[config.mk]
export PLATFORM = sky130hd
export DESIGN_NAME = recording_trailer_crc_verifier_unit
export DESIGN_NICKNAME = d
export VERILOG_FILES = /design/src/design/rtcv_pkg.sv /design/src/design/recording_trailer_crc_verifier_unit.sv
export SDC_FILE = /design/constraint.sdc
export NUM_CORES = 1
export LEC_CHECK = 0
export ABC_CLOCK_PERIOD_IN_PS = 13000
export BUFFER_PORTS_ARGS = -buffer_cell sky130_fd_sc_hd__buf_2
export CAP_MARGIN = 20
export CORE_ASPECT_RATIO = 0.8
export CORE_MARGIN = 2
export CORE_UTILIZATION = 57
export CTS_CLUSTER_DIAMETER = 100
export DETAILED_ROUTE_END_ITERATION = 16
export PLACE_DENSITY = 0.85
export SLEW_MARGIN = 20
export SYNTH_ARGS = -nofsm -noshare
export SYNTH_HDL_FRONTEND = slang
export SYNTH_SLANG_ARGS = --single-unit
[constraint.sdc]
create_clock -name clk -period 13 [get_ports clk]
set_input_delay 2.6 -clock clk [delete_from_list [all_inputs] [get_ports clk]]
set_output_delay 2.6 -clock clk [all_outputs]
set_load 0.05 [all_outputs]
[src/design/rtcv_pkg.sv]
// Package for the recording trailer CRC verifier.
// Holds the trailer layout constants, the status codes and the CRC-32 byte update.
// It depends on nothing else.
package rtcv_pkg;

  localparam int TRAILER_LEN = 31;
  localparam int FILL_W = $clog2(TRAILER_LEN + 1);

  localparam logic [31:0] CRC_POLY = 32'hEDB8_8320;
  localparam logic [31:0] CRC_INIT = 32'hFFFF_FFFF;

  localparam logic [7:0]  TYPE_BYTE  = 8'h08;
  localparam logic [31:0] TICK_WORD  = 32'hFFFF_FFFF;
  localparam logic [7:0]  SLOT_BYTE  = 8'h00;
  localparam logic [31:0] ID_WORD    = 32'h0000_0000;
  localparam logic [31:0] SIZE_LONG  = 32'h0000_0011;
  localparam logic [31:0] SIZE_SHORT = 32'h0000_000D;
  localparam logic [31:0] CURSOR_WORD = 32'hFFFF_FFFF;
  localparam logic [7:0]  MSG_ID_BYTE = 8'hFF;

  localparam int POS_TYPE     = 0;
  localparam int POS_TICK     = 1;
  localparam int POS_SLOT     = 5;
  localparam int POS_ID       = 6;
  localparam int POS_SIZE     = 10;
  localparam int POS_CURSOR_X = 14;
  localparam int POS_CURSOR_Y = 18;
  localparam int POS_MSG_ID   = 22;
  localparam int POS_FILE_CRC = 23;
  localparam int POS_TOOL_SUM = 27;

  localparam int OUT_DATA_W = 72;

  typedef enum logic [1:0] {
    STATUS_VALID      = 2'd0,
    STATUS_MISMATCH   = 2'd1,
    STATUS_NO_TRAILER = 2'd2,
    STATUS_TOO_SHORT  = 2'd3
  } status_t;

  typedef logic [7:0] window_t [TRAILER_LEN];

  function automatic logic [31:0] crc32_byte(input logic [31:0] crc_in, input logic [7:0] b);
    logic [31:0] c;
    c = crc_in ^ {24'd0, b};
    for (int k = 0; k < 8; k++) begin
      if (c[0]) begin
        c = (c >> 1) ^ CRC_POLY;
      end else begin
        c = c >> 1;
      end
    end
    return c;
  endfunction

  function automatic logic [31:0] le32(input window_t w, input int pos);
    return {w[pos + 3], w[pos + 2], w[pos + 1], w[pos]};
  endfunction

endpackage

[src/design/recording_trailer_crc_verifier_unit.sv]
// Top level of the recording trailer CRC verifier.
// Holds the trailer delay line, the running CRC and the result register.
// Depends on rtcv_pkg.
//
// A file enters on the input stream one byte per request, in file order, with
// tlast set on its final byte. The newest 31 bytes wait in a shift line; each
// byte that leaves it is folded into a reflected CRC-32, so the CRC covers
// everything except the trailer. Only the request that carries tlast produces
// a result: status, stored tool checksum and computed CRC, packed in tdata.
// The result is registered and is valid on the output in the cycle after that last byte is taken.
// Throughput is one byte per cycle when the output is not stalled; the CRC
// byte update and the trailer compare both fit between the input handshake and
// the result register. The input is ready whenever the result register is empty
// or is being taken in the same cycle, so a stalled receiver holds back further
// input until the pending result leaves. After each file the CRC and the fill
// count return to their start values. Reset is synchronous and clears the fill
// count, the CRC and the output valid; the shift line contents need no reset.
module recording_trailer_crc_verifier_unit (
  input  logic        clk,
  input  logic        rst,
  input  logic        s_axis_tvalid,
  output logic        s_axis_tready,
  input  logic [7:0]  s_axis_tdata,   // [7:0] data_byte
  input  logic        s_axis_tlast,   // last_byte
  output logic        m_axis_tvalid,
  input  logic        m_axis_tready,
  output logic [rtcv_pkg::OUT_DATA_W-1:0] m_axis_tdata
  // m_axis_tdata: [1:0] status, [33:2] stored_tool_sum, [65:34] computed_crc, [71:66] zero
);

  rtcv_pkg::window_t window;
  rtcv_pkg::window_t window_next;
  logic [31:0] crc;
  logic [31:0] crc_next;
  logic [rtcv_pkg::FILL_W-1:0] fill_count;
  logic [rtcv_pkg::FILL_W-1:0] fill_count_next;
  logic accept;
  logic window_full;
  logic header_ok;
  logic [31:0] size_word;
  logic [31:0] file_crc;
  rtcv_pkg::status_t status_next;
  logic [31:0] tool_next;
  logic [31:0] crc_out_next;

  assign s_axis_tready = !m_axis_tvalid || m_axis_tready;
  assign accept = s_axis_tvalid && s_axis_tready;
  assign window_full = (fill_count == rtcv_pkg::FILL_W'(rtcv_pkg::TRAILER_LEN));

  always_comb begin
    for (int i = 0; i < rtcv_pkg::TRAILER_LEN - 1; i++) begin
      window_next[i] = window[i + 1];
    end
    window_next[rtcv_pkg::TRAILER_LEN - 1] = s_axis_tdata;
  end

  assign crc_next = window_full ? rtcv_pkg::crc32_byte(crc, window[0]) : crc;
  assign fill_count_next = window_full ? fill_count : fill_count + 1'b1;

  assign size_word = rtcv_pkg::le32(window_next, rtcv_pkg::POS_SIZE);
  assign file_crc  = rtcv_pkg::le32(window_next, rtcv_pkg::POS_FILE_CRC);

  assign header_ok = (window_next[rtcv_pkg::POS_TYPE] == rtcv_pkg::TYPE_BYTE)
    && (rtcv_pkg::le32(window_next, rtcv_pkg::POS_TICK) == rtcv_pkg::TICK_WORD)
    && (window_next[rtcv_pkg::POS_SLOT] == rtcv_pkg::SLOT_BYTE)
    && (rtcv_pkg::le32(window_next, rtcv_pkg::POS_ID) == rtcv_pkg::ID_WORD)
    && ((size_word == rtcv_pkg::SIZE_LONG) || (size_word == rtcv_pkg::SIZE_SHORT))
    && (rtcv_pkg::le32(window_next, rtcv_pkg::POS_CURSOR_X) == rtcv_pkg::CURSOR_WORD)
    && (rtcv_pkg::le32(window_next, rtcv_pkg::POS_CURSOR_Y) == rtcv_pkg::CURSOR_WORD)
    && (window_next[rtcv_pkg::POS_MSG_ID] == rtcv_pkg::MSG_ID_BYTE);

  always_comb begin
    if (fill_count_next != rtcv_pkg::FILL_W'(rtcv_pkg::TRAILER_LEN)) begin
      status_next  = rtcv_pkg::STATUS_TOO_SHORT;
      tool_next    = 32'd0;
      crc_out_next = 32'd0;
    end else if (!header_ok) begin
      status_next  = rtcv_pkg::STATUS_NO_TRAILER;
      tool_next    = 32'd0;
      crc_out_next = ~crc_next;
    end else begin
      status_next  = (file_crc == ~crc_next) ? rtcv_pkg::STATUS_VALID
                                             : rtcv_pkg::STATUS_MISMATCH;
      tool_next    = rtcv_pkg::le32(window_next, rtcv_pkg::POS_TOOL_SUM);
      crc_out_next = ~crc_next;
    end
  end

  always_ff @(posedge clk) begin
    if (accept) begin
      window <= window_next;
    end
  end

  always_ff @(posedge clk) begin
    if (rst) begin
      crc           <= rtcv_pkg::CRC_INIT;
      fill_count    <= '0;
      m_axis_tvalid <= 1'b0;
    end else begin
      if (accept && s_axis_tlast) begin
        m_axis_tvalid <= 1'b1;
      end else if (m_axis_tready) begin
        m_axis_tvalid <= 1'b0;
      end
      if (accept) begin
        if (s_axis_tlast) begin
          crc        <= rtcv_pkg::CRC_INIT;
          fill_count <= '0;
        end else begin
          crc        <= crc_next;
          fill_count <= fill_count_next;
        end
      end
    end
  end

  always_ff @(posedge clk) begin
    if (accept && s_axis_tlast) begin
      m_axis_tdata <= {6'd0, crc_out_next, tool_next, status_next};
    end
  end

endmodule

==> metrics.md <==
| Metric | Value |
|---|---|
| Final worst path period share | `0.436` |
| Reg-to-Reg End | `m_axis_tdata[24]` |
| CTS tree | `built` |
| Port bufs | `80` |
| Tightest Pin Transition | `1.02 ns` |
| Hold EP | `window[13]` |
| Asr flop ratio synth | `0` |
| Top FF cell, synth | `edfxtp_1` |
| Max_cap viols | `0` |
| DRT iter0 DRCs | `863` |
| Vias in the first global route | `7080` |
| Netlist cell types | `62` |
| DRC Markers | `0` |
| Postcts setup bufs | `0` |
| Status | `finished clean` |
| Clock tree root driver cell | `clkbuf_16` |
| Sequential share of the synthesized area | `0.750` |
| P per Cell Area | `157 nW/um^2` |
| Total CTS buffers | `31` |
| Initial core utilization | `0.580` |
| Hold_buf cts | `0` |
| Grt total ovfl | `0` |
| Layout cell share with drive strength beyond 1 | `0.157` |
| Fin. max-slew vios | `0` |
| Inst Count DP | `1215` |
| Unrepaired setup endpoints after global routing | `no` |
| FF+latch count, synth | `352` |
| Overall Power | `2.38 mW` |
| First-pass GRT wire length | `40800 um` |
| CP required | `10.40 ns` |
| # rows | `50` |
| Final std cells w/o fill | `1272` |
| N_diodes | `0` |
| Hold/Removal Path Class | `reg2reg` |
| Worst-path clk slew | `0.06 ns` |
| Reg2reg start | `window[183]` |
| Synthesized instance count | `846` |
| Clock Skew | `0.0175 ns` |
| Hold Path Cell Cnt | `0` |
| DIE HEIGHT | `142 um` |
| Synth warn | `0` |
| CP arrival | `3.07 ns` |
| Pleak | `5.34 nW` |
| Fin nets | `950` |
| Worst skew pair latency | `0.58 ns` |
| Setup TNS | `0 ns` |
| Fill count | `1620` |
| Final Critical Period | `5.67 ns` |
| Setup ws final | `7.33 ns` |
| Vias | `7497` |
| Die width | `177 um` |
| CP Class | `in2out` |
| PostCTS Resize Cnt | `0` |
| Area Overhead vs Synth | `12.2%` |
| Final GP Congestion | `0.979` |
| Final Hold Viols | `0` |
| Slew margin rel. | `0.319` |
| R2R cell count | `6` |
| VDD IR max | `0.000122 V` |
| Total global routing track utilization | `0.216` |
| Post-synth EDFFs | `314` |
| Place WS | `7.20 ns` |
| Longest Clk Path Bufs | `3` |
| WL/cell | `21.4 um` |
| Largest net degree at the start of global routing | `109` |
| Syn_area_per_cell | `16.1 um^2` |
| Initial antenna violation count | `0` |
| Core Region | `23400 um^2` |
| Most common cell after layout, fill and taps aside | `edfxtp_1` |
| Die area | `25100 um^2` |
| Final WL | `27200 um` |
| Most frequent cells in the layout | `edfxtp_1 (314), buf_2 (80), nand2_1 (69)` |
| Average vias per placed instance | `5.89` |
| ANT nets after route | `0` |
| Worst setup SP type | `input port` |
| DPL Wire Length | `18100 um` |
| Worst hold start | `window[5]` |
| Peak Freq | `176 MHz` |
| IO Pins | `87` |
| Clock sink total | `352` |
| Crit end category | `output pin` |
| Mapped cell area | `13600 um^2` |
| Crit-path max FO | `3` |
| H-tree levels | `1` |
| Final setup vio count | `0` |
| TritonRoute pass-1 iters | `5` |
| Setup slack, reg-to-reg | `9.26 ns` |
routing by layer:
metal / global-route usage / part of all wire / vias to the layer above
met5: 0 / 0 / -
li1: - / - / 3405
met2: 0.311 / 0.43 / 392
met1: 0.332 / 0.44 / 3662
met4: 0.0418 / 0.015 / 0
met3: 0.0649 / 0.11 / 38
flip-flops by register name, indices dropped and copies added (netlist names):
name           flops
size_word         32
window           184
crc               32
m_axis_tvalid      1
file_crc          32
m_axis_tdata      66
fill_count         5
stage by stage:
step | cell area (um^2) | util | hold slack (ns)
finish | 15200 | 0.651 | 0.440
global placement | 14300 | 0.611 | 0.422
CTS | 15200 | 0.651 | 0.442
floorplan | 13600 | - | 0.417
global route | 15200 | 0.651 | 0.453
detailed placement | 14300 | 0.611 | 0.425
critical path, stage by stage:
cell      delay, ns
buf_2          0.09
nand2b_1       0.16
buf_2          0.22
report_power, final:
part	switching [mW]	leakage [nW]	internal, mW
registers	0.0396	3.30	1.31
logic	0.135	1.59	0.0587
clock network	0.393	0.455	0.453
area by class of cell:
class	instances	area [um^2]	area share
inverter	9	41.3	0.00271
tap	312	390	0.0256
clock inverter	15	92.6	0.00608
sequential	352	10200	0.669
multi-input combinational	455	3230	0.212
timing repair buffer	87	453	0.0297
clock buffer	42	837	0.0549
worst max path at each step:
stage	from	to	slack, ns	depth (start not counted)
final	m_axis_tready	s_axis_tready	7.33	3
after global routing	m_axis_tready	s_axis_tready	7.30	3
after CTS	m_axis_tready	s_axis_tready	7.32	3
after detailed placement	m_axis_tready	crc[28]	7.20	9
after global placement	m_axis_tready	s_axis_tready	7.33	3
after floorplan	m_axis_tready	fill_count[2]	1.94	6
Yosys cell counts, types with 4 or more instances:
library cell	count	area, um^2
a211oi_1	11	82.6
clkbuf_1	25	93.8
a21o_1	4	30.0
dfxtp_1	38	761
nor4b_1	4	35.0
nand4_1	31	194
o21ai_0	13	65.1
o21ai_1	4	20.0
a21oi_1	13	65.1
nor4_1	20	125
nor2_1	49	184
xnor2_2	6	97.6
xnor2_1	43	377
o211ai_1	29	218
and2_1	32	200
xor2_1	25	219
nand3_1	10	50.1
nor3_1	9	45.0
nand2_1	69	259
edfxtp_1	314	9430
buf_4	6	45.0
xnor3_1	9	203
inv_1	9	33.8
buf_1	4	15.0
logic make-up (layout without fill, tap and decap cells):
| group | after synthesis | after routing | share of synthesized area |
|---|---|---|---|
| compound gates | 110 | 110 | 0.0586 |
| xor+xnor | 92 | 92 | 0.0826 |
| fa+ha+maj | 1 | 1 | 0.000921 |
| buf+inv | 44 | 153 | 0.0138 |
| flops | 352 | 352 | 0.750 |
| mux | 4 | 4 | 0.00304 |
| other cells | 1 | 6 | 0.000276 |
| simple gates | 242 | 242 | 0.0904 |
(Power assumes the default switching activity.)
